===== config.mk =====
export PLATFORM = sky130hd
export DESIGN_NAME = terminal_mux_line_scanner_flat
export DESIGN_NICKNAME = d
export VERILOG_FILES = /design/src/rtl/tmls_pkg.sv /design/src/rtl/tmls_if.sv /design/src/rtl/tmls_front.sv /design/src/rtl/tmls_cmdq.sv /design/src/rtl/tmls_back.sv /design/src/rtl/terminal_mux_line_scanner.sv /design/src/flat_wrapper.sv
export SDC_FILE = /design/constraint.sdc
export NUM_CORES = 1
export LEC_CHECK = 0
export ABC_AREA = 1
export BUFFER_PORTS_ARGS = -buffer_cell sky130_fd_sc_hd__buf_2
export CELL_PAD_IN_SITES_DETAIL_PLACEMENT = 0
export CELL_PAD_IN_SITES_GLOBAL_PLACEMENT = 1
export CORE_MARGIN = 2
export CORE_UTILIZATION = 53
export CTS_CLUSTER_SIZE = 24
export DETAILED_ROUTE_END_ITERATION = 10
export PLACE_DENSITY = 0.84
export SLEW_MARGIN = 5
export SYNTH_ARGS = -nofsm -noshare
export SYNTH_HDL_FRONTEND = slang
export SYNTH_SLANG_ARGS = --single-unit

===== constraint.sdc =====
create_clock -name clock -period 16.4 [get_ports clock]
set_clock_uncertainty 0.05 [all_clocks]
set_input_delay 1.64 -clock clock [delete_from_list [all_inputs] [get_ports clock]]
set_output_delay 1.64 -clock clock [all_outputs]
set_load 0.02 [all_outputs]

===== src/rtl/tmls_pkg.sv =====
// Shared types, constants and tables for the terminal mux line scanner.
// Depends on nothing; every other file imports it.
package tmls_pkg;

   // Number of serial lines and the pointer width that follows from it
   localparam int LINES  = 32;
   localparam int LINE_W = (LINES > 1) ? $clog2(LINES) : 1;

   // Field widths of the channels
   localparam int OP_W     = 2;
   localparam int PULSE_W  = 6;
   localparam int IO_W     = 18;
   localparam int EVLINE_W = 5;
   localparam int CHAR_W   = 8;
   localparam int LEVEL_W  = 4;
   localparam int CSR_IDX_W  = 1;
   localparam int CSR_DATA_W = 4;

   // Item kinds on the request channel
   localparam logic [OP_W-1:0] OP_PULSE  = 2'd0;
   localparam logic [OP_W-1:0] OP_RX     = 2'd1;
   localparam logic [OP_W-1:0] OP_TXDONE = 2'd2;

   // Configuration register indexes
   localparam logic [CSR_IDX_W-1:0] CSR_DEV_EN  = 1'b0;
   localparam logic [CSR_IDX_W-1:0] CSR_IRQ_LVL = 1'b1;

   // Pulse decoding: clear bit, selector mask and selector codes (octal)
   localparam logic [PULSE_W-1:0] PULSE_CLR_MASK = 6'o20;
   localparam logic [PULSE_W-1:0] PULSE_SEL_MASK = 6'o57;
   localparam logic [PULSE_W-1:0] SEL_RD_CHAR    = 6'o00;
   localparam logic [PULSE_W-1:0] SEL_RD_LINE    = 6'o01;
   localparam logic [PULSE_W-1:0] SEL_RD_UNLOCK  = 6'o10;
   localparam logic [PULSE_W-1:0] SEL_UNLOCK     = 6'o11;
   localparam logic [PULSE_W-1:0] SEL_TX_SEND    = 6'o40;
   localparam logic [PULSE_W-1:0] SEL_SET_SEND   = 6'o41;
   localparam logic [PULSE_W-1:0] SEL_TX_SCAN    = 6'o50;

   // Number of values of the six-bit send line field
   localparam int SEND_FIELD_N = 64;

   // Command kinds handed from the front end to the back end
   typedef enum logic [3:0] {
      CMD_NONE,
      CMD_ILLEGAL,
      CMD_RD_CHAR,
      CMD_RD_LINE,
      CMD_RD_UNLOCK,
      CMD_UNLOCK,
      CMD_TX_SEND,
      CMD_SET_SEND,
      CMD_TX_SCAN,
      CMD_RX,
      CMD_TX_DONE
   } cmd_kind_type;

   // One classified command
   typedef struct packed {
      cmd_kind_type            kind;
      logic [IO_W-1:0]         io;
      logic [LINE_W-1:0]       line;
      logic [CHAR_W-1:0]       chr;
   } cmd_type;

   // Back end sequencer states
   typedef enum logic {
      BK_READ,
      BK_EXEC
   } back_state_type;

   // Send line field reduced modulo LINES, built at elaboration
   typedef logic [LINE_W-1:0] send_tbl_type [SEND_FIELD_N];

   function automatic send_tbl_type build_send_tbl();
      send_tbl_type t;
      for (int i = 0; i < SEND_FIELD_N; i++) begin
         t[i] = LINE_W'(i % LINES);
      end
      return t;
   endfunction

   localparam send_tbl_type SEND_MOD_TBL = build_send_tbl();

endpackage


===== src/rtl/tmls_if.sv =====
// Valid/ready channel interfaces for the request and response sides.
// Depends on tmls_pkg for field widths.
interface tmls_req_if
   import tmls_pkg::*;
   ();
   logic                  valid;
   logic                  ready;
   logic [OP_W-1:0]       op;
   logic [PULSE_W-1:0]    pulse;
   logic [IO_W-1:0]       io_in;
   logic [EVLINE_W-1:0]   line;
   logic [CHAR_W-1:0]     rx_char;
   logic                  rx_break;

   modport source (output valid, op, pulse, io_in, line, rx_char, rx_break,
                   input ready);
   modport sink   (input valid, op, pulse, io_in, line, rx_char, rx_break,
                   output ready);
endinterface

interface tmls_rsp_if
   import tmls_pkg::*;
   ();
   logic                  valid;
   logic                  ready;
   logic [IO_W-1:0]       io_out;
   logic                  illegal;
   logic                  irq_request;
   logic [LEVEL_W-1:0]    irq_level;
   logic                  tx_start;
   logic [EVLINE_W-1:0]   tx_line;
   logic [CHAR_W-1:0]     tx_char;
   logic [EVLINE_W-1:0]   scan_line;
   logic                  scanner_locked;

   modport source (output valid, io_out, illegal, irq_request, irq_level, tx_start,
                   tx_line, tx_char, scan_line, scanner_locked,
                   input ready);
   modport sink   (input valid, io_out, illegal, irq_request, irq_level, tx_start,
                   tx_line, tx_char, scan_line, scanner_locked,
                   output ready);
endinterface


===== src/rtl/tmls_front.sv =====
// Front end: accepts request beats and classifies them into commands.
// Depends on tmls_pkg and tmls_req_if.
module tmls_front
   import tmls_pkg::*;
   (
      tmls_req_if.sink       req_chan,
      input  logic           dev_enabled,
      input  logic           q_full,
      output logic           push,
      output cmd_type        push_cmd
   );

   logic [PULSE_W-1:0]    sel;
   logic [IO_W-1:0]       io_clr;
   logic                  line_ok;

   // Accept whenever the queue has room
   assign req_chan.ready = !q_full;
   assign push           = req_chan.valid && !q_full;

   assign sel     = req_chan.pulse & PULSE_SEL_MASK;
   assign io_clr  = ((req_chan.pulse & PULSE_CLR_MASK) != '0) ? '0 : req_chan.io_in;
   assign line_ok = (int'(req_chan.line) < LINES);

   // Classify the beat
   always_comb begin
      push_cmd.kind = CMD_NONE;
      push_cmd.io   = '0;
      push_cmd.line = LINE_W'(req_chan.line);
      push_cmd.chr  = req_chan.rx_break ? '0 : req_chan.rx_char;
      unique case (req_chan.op)
         OP_PULSE: begin
            if (!dev_enabled) begin
               push_cmd.kind = CMD_ILLEGAL;
               push_cmd.io   = req_chan.io_in;
            end else begin
               push_cmd.io = io_clr;
               unique case (sel)
                  SEL_RD_CHAR:   push_cmd.kind = CMD_RD_CHAR;
                  SEL_RD_LINE:   push_cmd.kind = CMD_RD_LINE;
                  SEL_RD_UNLOCK: push_cmd.kind = CMD_RD_UNLOCK;
                  SEL_UNLOCK:    push_cmd.kind = CMD_UNLOCK;
                  SEL_TX_SEND:   push_cmd.kind = CMD_TX_SEND;
                  SEL_SET_SEND: begin
                     push_cmd.kind = CMD_SET_SEND;
                     push_cmd.line = SEND_MOD_TBL[io_clr[PULSE_W-1:0]];
                  end
                  SEL_TX_SCAN:   push_cmd.kind = CMD_TX_SCAN;
                  default:       push_cmd.kind = CMD_ILLEGAL;
               endcase
            end
         end
         OP_RX: begin
            if (dev_enabled && line_ok) begin
               push_cmd.kind = CMD_RX;
            end
         end
         OP_TXDONE: begin
            if (dev_enabled && line_ok) begin
               push_cmd.kind = CMD_TX_DONE;
            end
         end
         default: push_cmd.kind = CMD_NONE;
      endcase
   end

endmodule


===== src/rtl/tmls_cmdq.sv =====
// Two-entry command queue between the front end and the back end.
// Depends on tmls_pkg for the command type.
module tmls_cmdq
   import tmls_pkg::*;
   (
      input  logic     clock,
      input  logic     reset,
      input  logic     push,
      input  cmd_type  push_cmd,
      input  logic     pop,
      output logic     full,
      output logic     not_empty,
      output cmd_type  head
   );

   cmd_type      entry_ff [2];
   logic         wr_ptr_ff, wr_ptr_in;
   logic         rd_ptr_ff, rd_ptr_in;
   logic [1:0]   count_ff, count_in;

   assign full      = (count_ff == 2'd2);
   assign not_empty = (count_ff != 2'd0);
   assign head      = entry_ff[rd_ptr_ff];

   // Advance pointers and count
   always_comb begin
      wr_ptr_in = push ? !wr_ptr_ff : wr_ptr_ff;
      rd_ptr_in = pop  ? !rd_ptr_ff : rd_ptr_ff;
      count_in  = count_ff + 2'(push) - 2'(pop);
   end

   always_ff @(posedge clock) begin
      if (reset) begin
         wr_ptr_ff <= 1'b0;
         rd_ptr_ff <= 1'b0;
         count_ff  <= 2'd0;
      end else begin
         wr_ptr_ff <= wr_ptr_in;
         rd_ptr_ff <= rd_ptr_in;
         count_ff  <= count_in;
      end
   end

   // Store pushed commands
   always_ff @(posedge clock) begin
      if (push) begin
         entry_ff[wr_ptr_ff] <= push_cmd;
      end
   end

endmodule


===== src/rtl/tmls_back.sv =====
// Back end: executes commands against line buffers, flags and scanner.
// Depends on tmls_pkg and tmls_rsp_if.
module tmls_back
   import tmls_pkg::*;
   (
      input  logic                 clock,
      input  logic                 reset,
      input  logic [LEVEL_W-1:0]   irq_level_cfg,
      input  logic                 q_not_empty,
      input  cmd_type              q_head,
      output logic                 pop,
      tmls_rsp_if.source           rsp_chan
   );

   back_state_type        state_ff, state_in;

   // Line buffer memory with registered read at the scan pointer
   logic [CHAR_W-1:0]     buf_mem [LINES];
   logic [LINES-1:0]      buf_wr_ff, buf_wr_in;
   logic [CHAR_W-1:0]     rd_data_ff;
   logic                  rd_vld_ff;

   logic [LINES-1:0]      flags_ff, flags_in;
   logic [LINE_W-1:0]     scan_ptr_ff, scan_ptr_in;
   logic [LINE_W-1:0]     send_ptr_ff, send_ptr_in;
   logic                  lock_ff, lock_in;

   // Result register
   logic                  rsp_valid_ff, rsp_valid_in;
   logic [IO_W-1:0]       io_out_ff, io_out_in;
   logic                  illegal_ff, illegal_in;
   logic                  irq_ff, irq_in;
   logic                  tx_start_ff, tx_start_in;
   logic [LINE_W-1:0]     tx_line_ff, tx_line_in;
   logic [CHAR_W-1:0]     tx_char_ff, tx_char_in;

   logic                  out_free;
   logic                  exec;
   logic                  wr_en;
   logic [LINE_W-1:0]     wr_addr;
   logic [CHAR_W-1:0]     wr_data;
   logic [LINES-1:0]      flags_mod;
   logic [CHAR_W-1:0]     rd_char;
   logic                  scan_go, scan_unlock;
   logic                  hit_hi, hit_lo;
   logic [LINE_W-1:0]     idx_hi, idx_lo;

   assign out_free = !rsp_valid_ff || rsp_chan.ready;
   assign rd_char  = rd_vld_ff ? rd_data_ff : '0;

   // Next state: read the buffer in BK_READ, then execute in BK_EXEC
   always_comb begin
      state_in = state_ff;
      unique case (state_ff)
         BK_READ: if (q_not_empty) state_in = BK_EXEC;
         BK_EXEC: if (q_not_empty && out_free) state_in = BK_READ;
         default: state_in = BK_READ;
      endcase
   end

   // Sequencer outputs
   always_comb begin
      exec = 1'b0;
      unique case (state_ff)
         BK_READ: exec = 1'b0;
         BK_EXEC: exec = q_not_empty && out_free;
         default: exec = 1'b0;
      endcase
   end

   assign pop = exec;

   // Carry out the command
   always_comb begin
      flags_mod   = flags_ff;
      wr_en       = 1'b0;
      wr_addr     = q_head.line;
      wr_data     = q_head.chr;
      io_out_in   = q_head.io;
      illegal_in  = 1'b0;
      tx_start_in = 1'b0;
      tx_line_in  = '0;
      tx_char_in  = '0;
      send_ptr_in = send_ptr_ff;
      scan_go     = 1'b0;
      scan_unlock = 1'b0;
      case (q_head.kind)
         CMD_NONE: io_out_in = '0;
         CMD_ILLEGAL: illegal_in = 1'b1;
         CMD_RD_CHAR: begin
            io_out_in = q_head.io | IO_W'(rd_char);
            flags_mod[scan_ptr_ff] = 1'b0;
         end
         CMD_RD_LINE: io_out_in = q_head.io | IO_W'(scan_ptr_ff);
         CMD_RD_UNLOCK: begin
            io_out_in = q_head.io | IO_W'(rd_char);
            flags_mod[scan_ptr_ff] = 1'b0;
            scan_go     = 1'b1;
            scan_unlock = 1'b1;
         end
         CMD_UNLOCK: begin
            scan_go     = 1'b1;
            scan_unlock = 1'b1;
         end
         CMD_TX_SEND: begin
            wr_en       = 1'b1;
            wr_addr     = send_ptr_ff;
            wr_data     = q_head.io[CHAR_W-1:0];
            flags_mod[send_ptr_ff] = 1'b0;
            tx_start_in = 1'b1;
            tx_line_in  = send_ptr_ff;
            tx_char_in  = q_head.io[CHAR_W-1:0];
         end
         CMD_SET_SEND: send_ptr_in = q_head.line;
         CMD_TX_SCAN: begin
            wr_en       = 1'b1;
            wr_addr     = scan_ptr_ff;
            wr_data     = q_head.io[CHAR_W-1:0];
            flags_mod[scan_ptr_ff] = 1'b0;
            tx_start_in = 1'b1;
            tx_line_in  = scan_ptr_ff;
            tx_char_in  = q_head.io[CHAR_W-1:0];
            scan_go     = 1'b1;
            scan_unlock = 1'b1;
         end
         CMD_RX: begin
            io_out_in = '0;
            wr_en     = 1'b1;
            flags_mod[q_head.line] = 1'b1;
            scan_go   = !lock_ff;
         end
         CMD_TX_DONE: begin
            io_out_in = '0;
            flags_mod[q_head.line] = 1'b1;
            scan_go   = !lock_ff;
         end
         default: io_out_in = '0;
      endcase
   end

   // Round-robin search: first flag above the pointer, else the lowest flag
   always_comb begin
      hit_hi = 1'b0;
      hit_lo = 1'b0;
      idx_hi = '0;
      idx_lo = '0;
      for (int i = LINES - 1; i >= 0; i--) begin
         if (flags_mod[i]) begin
            hit_lo = 1'b1;
            idx_lo = LINE_W'(i);
            if (LINE_W'(i) > scan_ptr_ff) begin
               hit_hi = 1'b1;
               idx_hi = LINE_W'(i);
            end
         end
      end
   end

   // Scanner update
   always_comb begin
      scan_ptr_in = scan_ptr_ff;
      lock_in     = lock_ff;
      irq_in      = 1'b0;
      if (scan_go) begin
         if (hit_lo) begin
            scan_ptr_in = hit_hi ? idx_hi : idx_lo;
            lock_in     = 1'b1;
            irq_in      = 1'b1;
         end else if (scan_unlock) begin
            lock_in = 1'b0;
         end
      end
   end

   // Buffer write marks and flags
   always_comb begin
      buf_wr_in = buf_wr_ff;
      flags_in  = flags_ff;
      if (exec) begin
         flags_in = flags_mod;
         if (wr_en) begin
            buf_wr_in[wr_addr] = 1'b1;
         end
      end
   end

   // Hold the result until taken; load a new one on execute
   assign rsp_valid_in = exec || (rsp_valid_ff && !rsp_chan.ready);

   always_ff @(posedge clock) begin
      if (reset) begin
         state_ff     <= BK_READ;
         buf_wr_ff    <= '0;
         flags_ff     <= '0;
         scan_ptr_ff  <= '0;
         send_ptr_ff  <= '0;
         lock_ff      <= 1'b0;
         rsp_valid_ff <= 1'b0;
      end else begin
         state_ff     <= state_in;
         buf_wr_ff    <= buf_wr_in;
         flags_ff     <= flags_in;
         rsp_valid_ff <= rsp_valid_in;
         if (exec) begin
            scan_ptr_ff <= scan_ptr_in;
            send_ptr_ff <= send_ptr_in;
            lock_ff     <= lock_in;
         end
      end
   end

   // Memory port and registered read
   always_ff @(posedge clock) begin
      if (exec && wr_en) begin
         buf_mem[wr_addr] <= wr_data;
      end
      rd_data_ff <= buf_mem[scan_ptr_ff];
      rd_vld_ff  <= buf_wr_ff[scan_ptr_ff];
   end

   // Result payload
   always_ff @(posedge clock) begin
      if (exec) begin
         io_out_ff   <= io_out_in;
         illegal_ff  <= illegal_in;
         irq_ff      <= irq_in;
         tx_start_ff <= tx_start_in;
         tx_line_ff  <= tx_line_in;
         tx_char_ff  <= tx_char_in;
      end
   end

   assign rsp_chan.valid          = rsp_valid_ff;
   assign rsp_chan.io_out         = io_out_ff;
   assign rsp_chan.illegal        = illegal_ff;
   assign rsp_chan.irq_request    = irq_ff;
   assign rsp_chan.irq_level      = irq_ff ? irq_level_cfg : '0;
   assign rsp_chan.tx_start       = tx_start_ff;
   assign rsp_chan.tx_line        = EVLINE_W'(tx_line_ff);
   assign rsp_chan.tx_char        = tx_char_ff;
   assign rsp_chan.scan_line      = EVLINE_W'(scan_ptr_ff);
   assign rsp_chan.scanner_locked = lock_ff;

endmodule


===== src/rtl/terminal_mux_line_scanner.sv =====
// Top level of the terminal mux line scanner: config registers and wiring.
// Depends on tmls_pkg, tmls_if, tmls_front, tmls_cmdq and tmls_back.
//
//   channel    direction   handshake           beat contents
//   req_chan   in          valid/ready         op, pulse, io_in, line, rx_char, rx_break
//   rsp_chan   out         valid/ready         io_out, illegal, irq, tx, scan status
//   csr_*      in          csr_we only         csr_index, csr_wdata
//
// In the back end each item goes through BK_READ, which reads the line buffer
// memory at the scan pointer, then BK_EXEC, which executes and loads the result register.
// The front end accepts into a two-entry queue while the back end works.
// Reset is synchronous and clears flags, pointers, lock and buffer marks.
// A stalled response holds in its register; the queue fills, then req stalls.
module terminal_mux_line_scanner
   import tmls_pkg::*;
   (
      input  logic                    clock,
      input  logic                    reset,
      tmls_req_if.sink                req_chan,
      tmls_rsp_if.source              rsp_chan,
      input  logic                    csr_we,
      input  logic [CSR_IDX_W-1:0]    csr_index,
      input  logic [CSR_DATA_W-1:0]   csr_wdata
   );

   logic                  dev_en_ff, dev_en_in;
   logic [LEVEL_W-1:0]    irq_lvl_ff, irq_lvl_in;

   logic                  push, pop, q_full, q_not_empty;
   cmd_type               push_cmd, q_head;

   // Decode configuration writes
   always_comb begin
      dev_en_in  = dev_en_ff;
      irq_lvl_in = irq_lvl_ff;
      if (csr_we) begin
         unique case (csr_index)
            CSR_DEV_EN:  dev_en_in  = csr_wdata[0];
            CSR_IRQ_LVL: irq_lvl_in = csr_wdata[LEVEL_W-1:0];
            default:     dev_en_in  = dev_en_ff;
         endcase
      end
   end

   always_ff @(posedge clock) begin
      if (reset) begin
         dev_en_ff  <= 1'b0;
         irq_lvl_ff <= '0;
      end else begin
         dev_en_ff  <= dev_en_in;
         irq_lvl_ff <= irq_lvl_in;
      end
   end

   tmls_front u_front (
      .req_chan    (req_chan),
      .dev_enabled (dev_en_ff),
      .q_full      (q_full),
      .push        (push),
      .push_cmd    (push_cmd)
   );

   tmls_cmdq u_cmdq (
      .clock     (clock),
      .reset     (reset),
      .push      (push),
      .push_cmd  (push_cmd),
      .pop       (pop),
      .full      (q_full),
      .not_empty (q_not_empty),
      .head      (q_head)
   );

   tmls_back u_back (
      .clock         (clock),
      .reset         (reset),
      .irq_level_cfg (irq_lvl_ff),
      .q_not_empty   (q_not_empty),
      .q_head        (q_head),
      .pop           (pop),
      .rsp_chan      (rsp_chan)
   );

endmodule

===== src/flat_wrapper.sv =====
// flat-port wrapper written by rule: the top's interface ports become plain ports
module terminal_mux_line_scanner_flat import tmls_pkg::*;
  (clock, reset, csr_we, csr_index, csr_wdata, req_chan_valid, req_chan_op, req_chan_pulse, req_chan_io_in, req_chan_line, req_chan_rx_char, req_chan_rx_break, req_chan_ready, rsp_chan_valid, rsp_chan_io_out, rsp_chan_illegal, rsp_chan_irq_request, rsp_chan_irq_level, rsp_chan_tx_start, rsp_chan_tx_line, rsp_chan_tx_char, rsp_chan_scan_line, rsp_chan_scanner_locked, rsp_chan_ready);
  tmls_req_if req_chan_i ();
  tmls_rsp_if rsp_chan_i ();
  input  logic clock;
  input  logic reset;
  input  logic csr_we;
  input  logic [CSR_IDX_W-1:0] csr_index;
  input  logic [CSR_DATA_W-1:0] csr_wdata;
  input wire logic [$bits(req_chan_i.valid)-1:0] req_chan_valid;
  input wire logic [$bits(req_chan_i.op)-1:0] req_chan_op;
  input wire logic [$bits(req_chan_i.pulse)-1:0] req_chan_pulse;
  input wire logic [$bits(req_chan_i.io_in)-1:0] req_chan_io_in;
  input wire logic [$bits(req_chan_i.line)-1:0] req_chan_line;
  input wire logic [$bits(req_chan_i.rx_char)-1:0] req_chan_rx_char;
  input wire logic [$bits(req_chan_i.rx_break)-1:0] req_chan_rx_break;
  output wire logic [$bits(req_chan_i.ready)-1:0] req_chan_ready;
  output wire logic [$bits(rsp_chan_i.valid)-1:0] rsp_chan_valid;
  output wire logic [$bits(rsp_chan_i.io_out)-1:0] rsp_chan_io_out;
  output wire logic [$bits(rsp_chan_i.illegal)-1:0] rsp_chan_illegal;
  output wire logic [$bits(rsp_chan_i.irq_request)-1:0] rsp_chan_irq_request;
  output wire logic [$bits(rsp_chan_i.irq_level)-1:0] rsp_chan_irq_level;
  output wire logic [$bits(rsp_chan_i.tx_start)-1:0] rsp_chan_tx_start;
  output wire logic [$bits(rsp_chan_i.tx_line)-1:0] rsp_chan_tx_line;
  output wire logic [$bits(rsp_chan_i.tx_char)-1:0] rsp_chan_tx_char;
  output wire logic [$bits(rsp_chan_i.scan_line)-1:0] rsp_chan_scan_line;
  output wire logic [$bits(rsp_chan_i.scanner_locked)-1:0] rsp_chan_scanner_locked;
  input wire logic [$bits(rsp_chan_i.ready)-1:0] rsp_chan_ready;
  assign req_chan_i.valid = req_chan_valid;
  assign req_chan_i.op = req_chan_op;
  assign req_chan_i.pulse = req_chan_pulse;
  assign req_chan_i.io_in = req_chan_io_in;
  assign req_chan_i.line = req_chan_line;
  assign req_chan_i.rx_char = req_chan_rx_char;
  assign req_chan_i.rx_break = req_chan_rx_break;
  assign req_chan_ready = req_chan_i.ready;
  assign rsp_chan_valid = rsp_chan_i.valid;
  assign rsp_chan_io_out = rsp_chan_i.io_out;
  assign rsp_chan_illegal = rsp_chan_i.illegal;
  assign rsp_chan_irq_request = rsp_chan_i.irq_request;
  assign rsp_chan_irq_level = rsp_chan_i.irq_level;
  assign rsp_chan_tx_start = rsp_chan_i.tx_start;
  assign rsp_chan_tx_line = rsp_chan_i.tx_line;
  assign rsp_chan_tx_char = rsp_chan_i.tx_char;
  assign rsp_chan_scan_line = rsp_chan_i.scan_line;
  assign rsp_chan_scanner_locked = rsp_chan_i.scanner_locked;
  assign rsp_chan_i.ready = rsp_chan_ready;
  terminal_mux_line_scanner u_core (.clock(clock), .reset(reset), .req_chan(req_chan_i), .rsp_chan(rsp_chan_i), .csr_we(csr_we), .csr_index(csr_index), .csr_wdata(csr_wdata));
endmodule

==> results of run 1 <==
[tightest hold or removal path, stage by stage (launching register included)]
cell and delay (ps):
dfxtp_1 330, nor2_1 50, nor2_1 60
[registers in the layout (all words and copies together) (netlist names), 8 cells and up, named ones only]
signal / count
u_core.u_back.buf_mem: 256
u_core.u_cmdq.entry_ff: 70
u_core.u_back.buf_wr_ff: 32
u_core.u_back.flags_ff: 32
u_core.u_back.rsp_chan.io_out: 18
u_core.u_back.rd_data_ff: 8
u_core.u_back.rsp_chan.tx_char: 8
[power breakdown]
group	total, mW	internal (mW)	switching [mW]
registers	1.47	1.45	0.0220
clock network	1.06	0.608	0.451
logic	0.702	0.157	0.545
[area by class of cell]
type	instances	area (um2)
sequential	456	12700
timing repair buffer	105	551
fill	2967	14500
inverter	142	533
clock inverter	21	184
multi-input combinational	1175	6080
clock buffer	67	1380
tap	468	586
[cells by family (layout without fill, tap and decap cells)]
family	Yosys count	in the layout
xor+xnor	1	1
mux	10	10
flops	456	456
buf+inv	221	335
compound gates	424	424
simple gates	738	738
fa+ha+maj	2	2
[per-layer routing]
| metal | part of all wire [%] | up-vias | wire length (um) |
|---|---|---|---|
| met4 | 3.5 | 0 | 1840 |
| li1 | - | 6725 | - |
| met3 | 7.7 | 117 | 4060 |
| met2 | 49 | 631 | 25900 |
| met5 | 0 | - | 0 |
| met1 | 40 | 6968 | 21200 |
[per-stage QoR]
stage	hold slack [ps]	instance area [um2]	instances	power [mW]	utilization, %
finish	422	22000	2434	3.23	60.4
global route	437	22000	2434	3.36	60.4
CTS	423	22000	2434	3.24	60.4
detailed placement	407	20500	2346	2.19	56.1
global placement	401	20500	2346	2.17	56.1
floorplan	383	19600	1852	1.94	-
[path summary, 6_finish.rpt]
path / startpoint / to / slack, ps
worst max-delay path: register / u_core.u_back.rsp_chan.scan_line[0] / 11510
worst min-delay path: u_core.u_back.buf_wr_ff[2] / u_core.u_back.buf_wr_ff[2] / 420
worst max register to register: register / u_core.u_back.rsp_chan.scan_line[0] / 11510
worst min register to register: u_core.u_back.buf_wr_ff[2] / u_core.u_back.buf_wr_ff[2] / 420
[cell usage after synthesis (3+ instances only)]
| library cell | instances | area, um2 |
|---|---|---|
| a21oi_1 | 93 | 465 |
| or2_2 | 10 | 62.6 |
| buf_6 | 6 | 67.6 |
| o21ai_2 | 3 | 26.3 |
| nand2_4 | 3 | 33.8 |
| inv_1 | 130 | 488 |
| o21bai_1 | 10 | 75.1 |
| mux2i_1 | 10 | 100 |
| buf_1 | 10 | 37.5 |
| o211ai_1 | 4 | 30.0 |
| clkbuf_1 | 57 | 214 |
| clkinv_1 | 5 | 18.8 |
| nand4_1 | 7 | 43.8 |
| nor2_1 | 271 | 1020 |
| a22oi_1 | 169 | 1270 |
| nor2_4 | 5 | 56.3 |
| nand2_1 | 311 | 1170 |
| nor2_2 | 3 | 18.8 |
| nand2_2 | 11 | 68.8 |
| inv_2 | 7 | 26.3 |
| o41ai_1 | 8 | 70.1 |
| o22ai_1 | 6 | 37.5 |
| edfxtp_1 | 360 | 10800 |
| o21ai_0 | 105 | 526 |
| nand3_1 | 83 | 415 |
| nor4_1 | 9 | 56.3 |
| a221oi_1 | 3 | 26.3 |
| dfxtp_1 | 96 | 1920 |
| buf_2 | 4 | 20.0 |
| a31oi_1 | 10 | 62.6 |
| nor3_1 | 15 | 75.1 |
==> summary.md, run 1 <==
| Metric | Value |
|---|---|
| RSZ-0062 raised after global routing | no |
| Fin crit share | between 20 and 30% |
| Drt pass-1 iters | 6 |
| Syn Area/Cell | 10.6 um2 |
| Total wire length | approximately 53000 um |
| Clk root buf | clkbuf_16 |
| Yosys cell types | 51 |
| H-tree depth | 2 |
| # setup viols final | 0 |
| CP dominant cell by count | nand2_1 |
| GRT overflow | 0 |
| Synth Area in Simple Gates | 15.9% |
| Longest Clk Path Bufs | 3 |
| # diodes | 0 |
| Commonest non-fill, non-tap cell in the layout | edfxtp_1 |
| Outcome | finished, final reports clean |
| Grt peak-use layer | met2 |
| Layout area overhead | 12.7% |
| Row count | 70 |
| Total clock sinks | 456 |
| Crit start category | register |
| Post-Synthesis Cell Area | between 0.015 and 0.02 mm2 |
| R2R depth | 45 |
| Die Y | 196 um |
| Final HPWL from detailed placement | approximately 34000 um |
| Yosys reg bits | 456 |
| Die Width | 196 um |
| Worst path arrival time | 5270 ps |
| GRT Util Overall | 27.8% |
| Initial Util | 53.6% |
| # hold bufs at CTS | 0 |
| Cell leakage power | 8.15 nW |
| RePlAce Congestion | 0.911 |
| First-pass GRT wire length | 81000 um |
| Slew HR | between 20% and 30% |
| Initial drt markers | 1440 |
| CP Capture Type | register |
| Worst hold path class | reg2reg |
| Critical path depth | 45 |
| Dpl ws | 11620 ps |
| Ratio of cells with drive above 1 in the final layout | 12.6% |
| Max Slew Vio Count | 0 |
| M3 GR Usage | between 4 and 5% |
| Slowest CP cell | nand3_2 |
| Post-synth top flop | edfxtp_1 |
| Setup_tns | 0 ps |
| Main combinational cell family by area after synthesis | simple AND/OR/NAND/NOR gates |
| CORE AREA | between 0.03 and 0.04 mm2 |
| Minimum clock period | ~5000 ps |
| Hold Fails Final Rpt | 0 |
| Clk_lat worst skew | 590 ps |
| GR Layer Usage met1 | 36.9% |
| Worst Path Max Fanout | 40 |
| Most frequent cells in the layout | edfxtp_1, nand2_1, nor2_1 |
| P per Cell Area | 146 mW/mm2 |
| Largest stage delay, worst path | 520 ps |
| WHS Path Cells | 2 |
| Register area share after synthesis | 65.1% |
| Yosys warns | 0 |
| Synth Instances | 1852 |
| Antenna Nets Post-Route | 0 |
| Setup CP Type | reg2reg |
| Initial antenna violation count | 0 |
| Worst path buffer plus inverter count | 2 |
| Fraction of registers with async set/reset | 0% |
| # port buffers | 95 |
| Setup WS post-layout | roughly 12000 ps |
| Post-synthesis xor/xnor area fraction | 0.0448% |
| WL/cell | roughly 22 um |
| DRC Markers | 0 |
| Cts bufs inserted | 47 |
| Mux contribution to synthesized area | less than 1% |
| Clk pin slew, worst setup/hold paths | approximately 60 ps |
| Post-CTS sizing | 0 |
| Pin count of the biggest net entering global routing | 80 |
| Num ports | 96 |
| VDD IR max | 0.0901 mV |
| Cell family with most CP delay | simple AND/OR/NAND/NOR gates |
| Vias in the first global route | 13979 |
| Met2 GRT Util | 46.3% |
| Max Cap Violations | 0 |
| Vias | 14441 |
| Fmax | between 200 and 250 MHz |
| CTS tree | built |
| Worst-Margin Slew | between 1000 and 1500 ps |
| Full die area | 0.0385 mm2 |
| Adder-cell share of the synthesized area | 0.128% |
| Req. time, crit path | 16780 ps |
| # nets final | around 2000 |
| Post-synth EDFFs | between 300 and 400 |
| Post-CTS setup buffers | 0 |
| Net Count, Synth | approximately 1900 |
| Vias/cell | about 6 |
| Compound-cell area share of the yosys netlist | around 14% |
Power figures use the tool's default switching activity.
==> run 2, diff against run 1 <==
--- a/config.mk
+++ b/config.mk
@@ -10,10 +10,10 @@
 export CELL_PAD_IN_SITES_DETAIL_PLACEMENT = 0
 export CELL_PAD_IN_SITES_GLOBAL_PLACEMENT = 1
 export CORE_MARGIN = 2
-export CORE_UTILIZATION = 53
+export CORE_UTILIZATION = 49
 export CTS_CLUSTER_SIZE = 24
 export DETAILED_ROUTE_END_ITERATION = 10
-export PLACE_DENSITY = 0.84
+export PLACE_DENSITY = 0.79
 export SLEW_MARGIN = 5
 export SYNTH_ARGS = -nofsm -noshare
 export SYNTH_HDL_FRONTEND = slang
==> constraint.sdc (replaced) <==
create_clock -name clock -period 5.1 [get_ports clock]
set_clock_uncertainty 0.05 [all_clocks]
set_input_delay 0.51 -clock clock [delete_from_list [all_inputs] [get_ports clock]]
set_output_delay 0.51 -clock clock [all_outputs]
set_load 0.02 [all_outputs]
==> run 2 against run 1 <==
Compared with the run above: count of clock-buffer cells in the layout is 6 lower; die area is 8.0% higher; critical path depth is 8 lower; worst setup slack worse by 11000 ps; sequential power grew to 3.2 times the previous value.
==> summary.md, run 2 (same netlist as run 1, synthesis figures left out) <==
| Metric | Value |
|---|---|
| Max Slew Vio Count | 0 |
| Initial antenna violation count | 0 |
| Req. time, crit path | 5570 ps |
| Hold Path End | u_core.irq_lvl_ff[2] |
| Commonest non-fill, non-tap cell in the layout | edfxtp_1 |
| Worst r2r dst | u_core.u_back.rsp_chan.scan_line[0] |
| Largest Register | u_core.u_back.buf_mem |
| Hold Fails Final Rpt | 0 |
| Crit start category | register |
| # hold bufs at CTS | 0 |
| Row count | 73 |
| CTS tree | built |
| Clk pin slew, worst setup/hold paths | 60 ps |
| H-tree depth | 2 |
| Vias in the first global route | between 10000 and 15000 |
| Post-CTS setup buffers | 0 |
| Post-CTS sizing | 0 |
| Worst R2R Start | u_core.u_back.rsp_chan.scan_line[1] |
| # setup viols final | 0 |
| DRC Markers | 0 |
| Antenna Nets Post-Route | 0 |
| P per Cell Area | between 400 and 500 mW/mm2 |
| Num ports | between 90 and 100 |
| Slowest CP cell | dfxtp_1 |
| # nets final | 2002 |
| Die Width | about 200 um |
| Clk_lat worst skew | 600 ps |
| Setup CP Type | reg2reg |
| Reg-to-reg slack, setup | 840 ps |
| Total wire length | 54800 um |
| Cell leakage power | 8.16 nW |
| Initial drt markers | 1529 |
| # port buffers | 95 |
| Initial Util | 49.5% |
| Most frequent cells in the layout | edfxtp_1, nand2_1, nor2_1 |
| VDD IR max | 0.377 mV |
| Longest Clk Path Bufs | 3 |
| Crit. Startpoint | u_core.u_back.rsp_chan.scan_line[1] |
| Ratio of cells with drive above 1 in the final layout | 12.8% |
| Slew HR | 17.8% |
| Pin count of the biggest net entering global routing | 74 |
| Vias | ~15000 |
| Worst hold path class | in2reg |
| Full die area | 0.0415 mm2 |
| R2R depth | 37 |
| Hold wc startpoint | csr_wdata[2] |
| Drt pass-1 iters | 5 |
| # diodes | 0 |
| Max Cap Violations | 0 |
| WL/cell | ~22 um |
| Clk root buf | clkbuf_16 |
| Fmax | ~230 MHz |
| First-pass GRT wire length | 83300 um |
| GRT Util Overall | a little over a quarter |
| RSZ-0062 raised after global routing | no |
| Worst path arrival time | 4730 ps |
| CORE AREA | 0.0395 mm2 |
| Setup_tns | 0 ps |
| WHS Path Cells | 3 |
| CP dominant cell by count | nand2_1 |
| Vias/cell | 5.80 |
| Fin crit share | roughly 84% |
| Minimum clock period | 4260 ps |
| Final HPWL from detailed placement | 35600 um |
| Largest stage delay, worst path | 560 ps |
| RePlAce Congestion | 0.889 |
| GRT overflow | 0 |
| CP Capture Type | register |
| Outcome | finished, final reports clean |
| Layout area overhead | 12.8% |
| Total clock sinks | 456 |
| Fin Hold WS | 138 ps |
| Max FFs per register | around 260 |
| Die Y | 204 um |
| Biggest regs | u_core.u_back.buf_mem (256), u_core.u_cmdq.entry_ff (70) |
| Cts bufs inserted | 47 |
| Worst-Margin Slew | 1230 ps |
| Worst Path Max Fanout | 36 |
## run 2: cell count changes in the layout (fill, tap and decap cells not counted), moves of 5 or more
cell	previous run	this run
buf_4	10	33
clkbuf_1	8	13
clkbuf_8	11	0
clkinv_1	8	16
o21bai_2	0	8
o21bai_4	8	0
## run 2: how the worst max path moves through the flow
stage | end | slack, ps | cells past startpoint
after floorplan | u_core.u_back.buf_mem[10][0] | 1130 | 8
after global placement | u_core.u_back.rsp_chan.scan_line[0] | 870 | 37
after detailed placement | u_core.u_back.rsp_chan.scan_line[0] | 910 | 37
after CTS | u_core.u_back.rsp_chan.scan_line[0] | 870 | 37
after global routing | u_core.u_back.rsp_chan.scan_line[0] | 290 | 45
final | u_core.u_back.rsp_chan.scan_line[0] | 840 | 37
## run 2: worst max-delay path: cells and delay by family (launching register included)
| family | cells | cell delay [ps] |
|---|---|---|
| AOI/OAI and AO/OA | 3 | 480 |
| buffers and inverters | 3 | 930 |
| DFF | 1 | 560 |
| and+or+nand+nor | 31 | 2170 |
## run 2: area by class of cell
cell class / instances / area (um2)
Fill cell: 3434 / 17500
Sequential cell: 456 / 12700
Multi-Input combinational cell: 1175 / 6030
Clock buffer: 61 / 1250
Timing Repair Buffer: 128 / 723
Tap cell: 525 / 657
Inverter: 142 / 533
Clock inverter: 24 / 145
## run 2: power breakdown
part	total, mW	switching [mW]	internal [mW]
combinational	2.29	1.74	0.549
sequential	4.72	0.0758	4.64
clock	3.15	1.42	1.73
## run 2: layer usage
metal,track usage [%],wire (um),vias to the layer above,part of all wire (%)
li1,-,-,6770,-
met2,42.6,26300,556,48
met4,9.23,1400,0,2.6
met1,37.2,23400,7147,43
met5,0,0,-,0
met3,4.24,3750,87,6.8
## run 2: through the flow
stage / utilization, % / power, mW / area [um2] / worst slack, ps / instances
after global placement: 52.3 / 7.03 / 20700 / 866 / 2426
after CTS: 55.8 / 10.2 / 22100 / 875 / 2511
after detailed placement: 52.3 / 7.07 / 20700 / 905 / 2426
after global routing: 55.8 / 10.6 / 22100 / 290 / 2511
after floorplan: - / 6.24 / 19600 / 1130 / 1852
final: 55.8 / 10.2 / 22100 / 838 / 2511
==> run 3, diff against run 2 <==
--- a/config.mk
+++ b/config.mk
@@ -10,10 +10,10 @@
 export CELL_PAD_IN_SITES_DETAIL_PLACEMENT = 0
 export CELL_PAD_IN_SITES_GLOBAL_PLACEMENT = 1
 export CORE_MARGIN = 2
-export CORE_UTILIZATION = 49
+export CORE_UTILIZATION = 44
 export CTS_CLUSTER_SIZE = 24
 export DETAILED_ROUTE_END_ITERATION = 10
-export PLACE_DENSITY = 0.79
+export PLACE_DENSITY = 0.74
 export SLEW_MARGIN = 5
 export SYNTH_ARGS = -nofsm -noshare
 export SYNTH_HDL_FRONTEND = slang
==> constraint.sdc (replaced) <==
create_clock -name clock -period 3.8 [get_ports clock]
set_clock_uncertainty 0.05 [all_clocks]
set_input_delay 0.38 -clock clock [delete_from_list [all_inputs] [get_ports clock]]
set_output_delay 0.38 -clock clock [all_outputs]
set_load 0.02 [all_outputs]
==> run 3 against run 2 <==
Compared with the run above: cell count rose by 7.4%; flip-flop and latch count unchanged; worst hold slack got worse by 100 ps; cell area up 6.7%; sequential share of layout area fell by 3.6 points; sequential power grew 34%.
==> summary.md, run 3 (same netlist as run 1, synthesis figures left out) <==
| Metric | Value |
|---|---|
| Req. time, crit path | ~4200 ps |
| Layout area overhead | 20.4% |
| Full die area | 0.0462 mm2 |
| Final HPWL from detailed placement | about 37000 um |
| Vias | about 15000 |
| Fin crit share | between 90% and 100% |
| Vias/cell | around 5.6 |
| Cell leakage power | 8.93 nW |
| Initial drt markers | between 1000 and 1500 |
| Initial Util | between 40% and 50% |
| Fmax | 279 MHz |
| Slew HR | around 22% |
| Pin count of the biggest net entering global routing | 53 |
| Most frequent cells in the layout | edfxtp_1, nand2_1, nor2_1 |
| Worst path arrival time | 3990 ps |
| H-tree depth | 2 |
| WL/cell | a little over 20 um |
| Minimum clock period | 3590 ps |
| Hold Fails Final Rpt | 0 |
| Finished Layout Cells | 2696 |
| # setup viols final | 0 |
| Worst path buffer plus inverter count | 7 |
| Ratio of cells with drive above 1 in the final layout | 19.6% |
| RSZ-0062 raised after global routing | yes |
| Die Y | 215 um |
| Max Slew Vio Count | 0 |
| Worst Path Max Fanout | 14 |
| # diodes | 0 |
| RePlAce Congestion | approximately 0.88 |
| Total wire length | 55500 um |
| Largest Register | u_core.u_back.buf_mem |
| Max Cap Violations | 0 |
| Commonest non-fill, non-tap cell in the layout | edfxtp_1 |
| Antenna Nets Post-Route | 0 |
| Biggest regs | u_core.u_back.buf_mem (256), u_core.u_cmdq.entry_ff (70) |
| DRC Markers | 0 |
| Total clock sinks | about 460 |
| P per Cell Area | 620 mW/mm2 |
| Clk pin slew, worst setup/hold paths | 60 ps |
| Cts bufs inserted | between 40 and 50 |
| Max FFs per register | between 200 and 300 |
| Die Width | between 200 and 250 um |
| VDD IR max | 0.409 mV |
| Outcome | finished, final reports clean |
| Worst-Margin Slew | 1150 ps |
| Placed Cells | 2582 |
| # port buffers | 95 |
| Clk root buf | clkbuf_16 |
| CP cell instances | buf_6 > nand2_2 > nand2_4 > nor2_4 > nand2_4 > nand3_4 > buf_12 > clkbuf_16 > nand2_1 > nand3_1 > a22oi_1 > inv_1 > nor2_1 > nand2_1 > nor2_1 > nand2_1 > nor2_1 > buf_4 > nor2_1 > inv_2 > buf_4 > a21oi_2 > nand2_1 > a21oi_2 |
| Cell family with most CP delay | simple AND/OR/NAND/NOR gates |
| Dpl ws | 97.4 ps |
| GRT Util Overall | 23.6% |
| Worst hold path class | in2reg |
| Vias in the first global route | ~14000 |
| CP Capture Type | register |
| # nets final | about 2100 |
| CTS tree | built |
| Setup WS post-layout | 212 ps |
| CORE AREA | 0.0440 mm2 |
| Setup CP Type | reg2reg |
| Drt pass-1 iters | 5 |
| First-pass GRT wire length | ~84000 um |
| Row count | 77 |
| Crit start category | register |
| Initial antenna violation count | 0 |
| GRT overflow | 0 |
| Final-layout fill cell count | 3907 |
| Longest Clk Path Bufs | 3 |
| Num ports | 96 |
| Clk_lat worst skew | 600 ps |
| Largest stage delay, worst path | approximately 410 ps |
| Slowest CP cell | dfxtp_4 |
run 3: cell count changes in the layout (fill, tap and decap cells not counted), moves of 10 or more:
cell / previous run / this run
clkbuf_8: 0 / 10
nand2_1: 311 / 295
buf_4: 33 / 135
a22oi_2: 1 / 12
a22oi_1: 169 / 158
run 3: path summary, 6_finish.rpt:
kind	from	to	slack [ps]	cells past startpoint
worst max register to register	register	u_core.u_back.rsp_chan.scan_line[0]	210	24
worst min-delay path	csr_we	u_core.dev_en_ff	40	3
worst max-delay path	register	u_core.u_back.rsp_chan.scan_line[0]	210	24
worst min register to register	u_core.u_back.buf_wr_ff[18]	u_core.u_back.buf_wr_ff[18]	420	2
run 3: report_power, final:
group / leakage [nW] / total (mW) / switching [mW] / internal [mW]
sequential: 4.08 / 6.32 / 0.0986 / 6.23
clock: 0.775 / 4.67 / 1.94 / 2.73
combinational: 4.08 / 3.61 / 2.46 / 1.15
run 3: final cells by class:
| type | instances | area [um2] | area share, % |
|---|---|---|---|
| inverter | 142 | 541 | 2.30 |
| tap | 592 | 741 | 3.15 |
| clock buffer | 70 | 1380 | 5.88 |
| timing repair buffer | 244 | 1730 | 7.35 |
| clock inverter | 17 | 203 | 0.861 |
| sequential | 456 | 12700 | 54.1 |
| multi-input combinational | 1175 | 6220 | 26.4 |
run 3: tightest hold or removal path, stage by stage:
cell	delay, ps
buf_2	110
nand2_1	70
a21oi_1	60
run 3: what timing repair did:
action	CTS	global route
hold endpoints to repair	4	0
endpoints found under the setup margin	0	6
hold buffers	4	0
buffers inserted	0	19
gates resized for setup	0	63
run 3: metrics by stage:
stage	utilization (%)	total power, mW	hold WS [ps]	instance area [um2]	TNS (ps)
floorplan	-	8.37	391	19600	0
global placement	48.7	9.50	400	21400	0
detailed placement	48.7	9.55	408	21400	0
CTS	52.4	14.2	7.69	23100	0
global route	53.5	15.2	67.3	23600	-188
finish	53.5	14.6	35.8	23600	0
run 3: metal layers:
metal / routed length [um] / part of all wire [%] / GRT usage (%) / vias to the layer above
met5: 0 / 0 / 0 / -
met4: 1930 / 3.5 / 8.68 / 0
met3: 3040 / 5.5 / 2.83 / 94
met2: 26100 / 47 / 38.1 / 480
met1: 24500 / 44 / 32.9 / 7429
li1: - / - / - / 7010
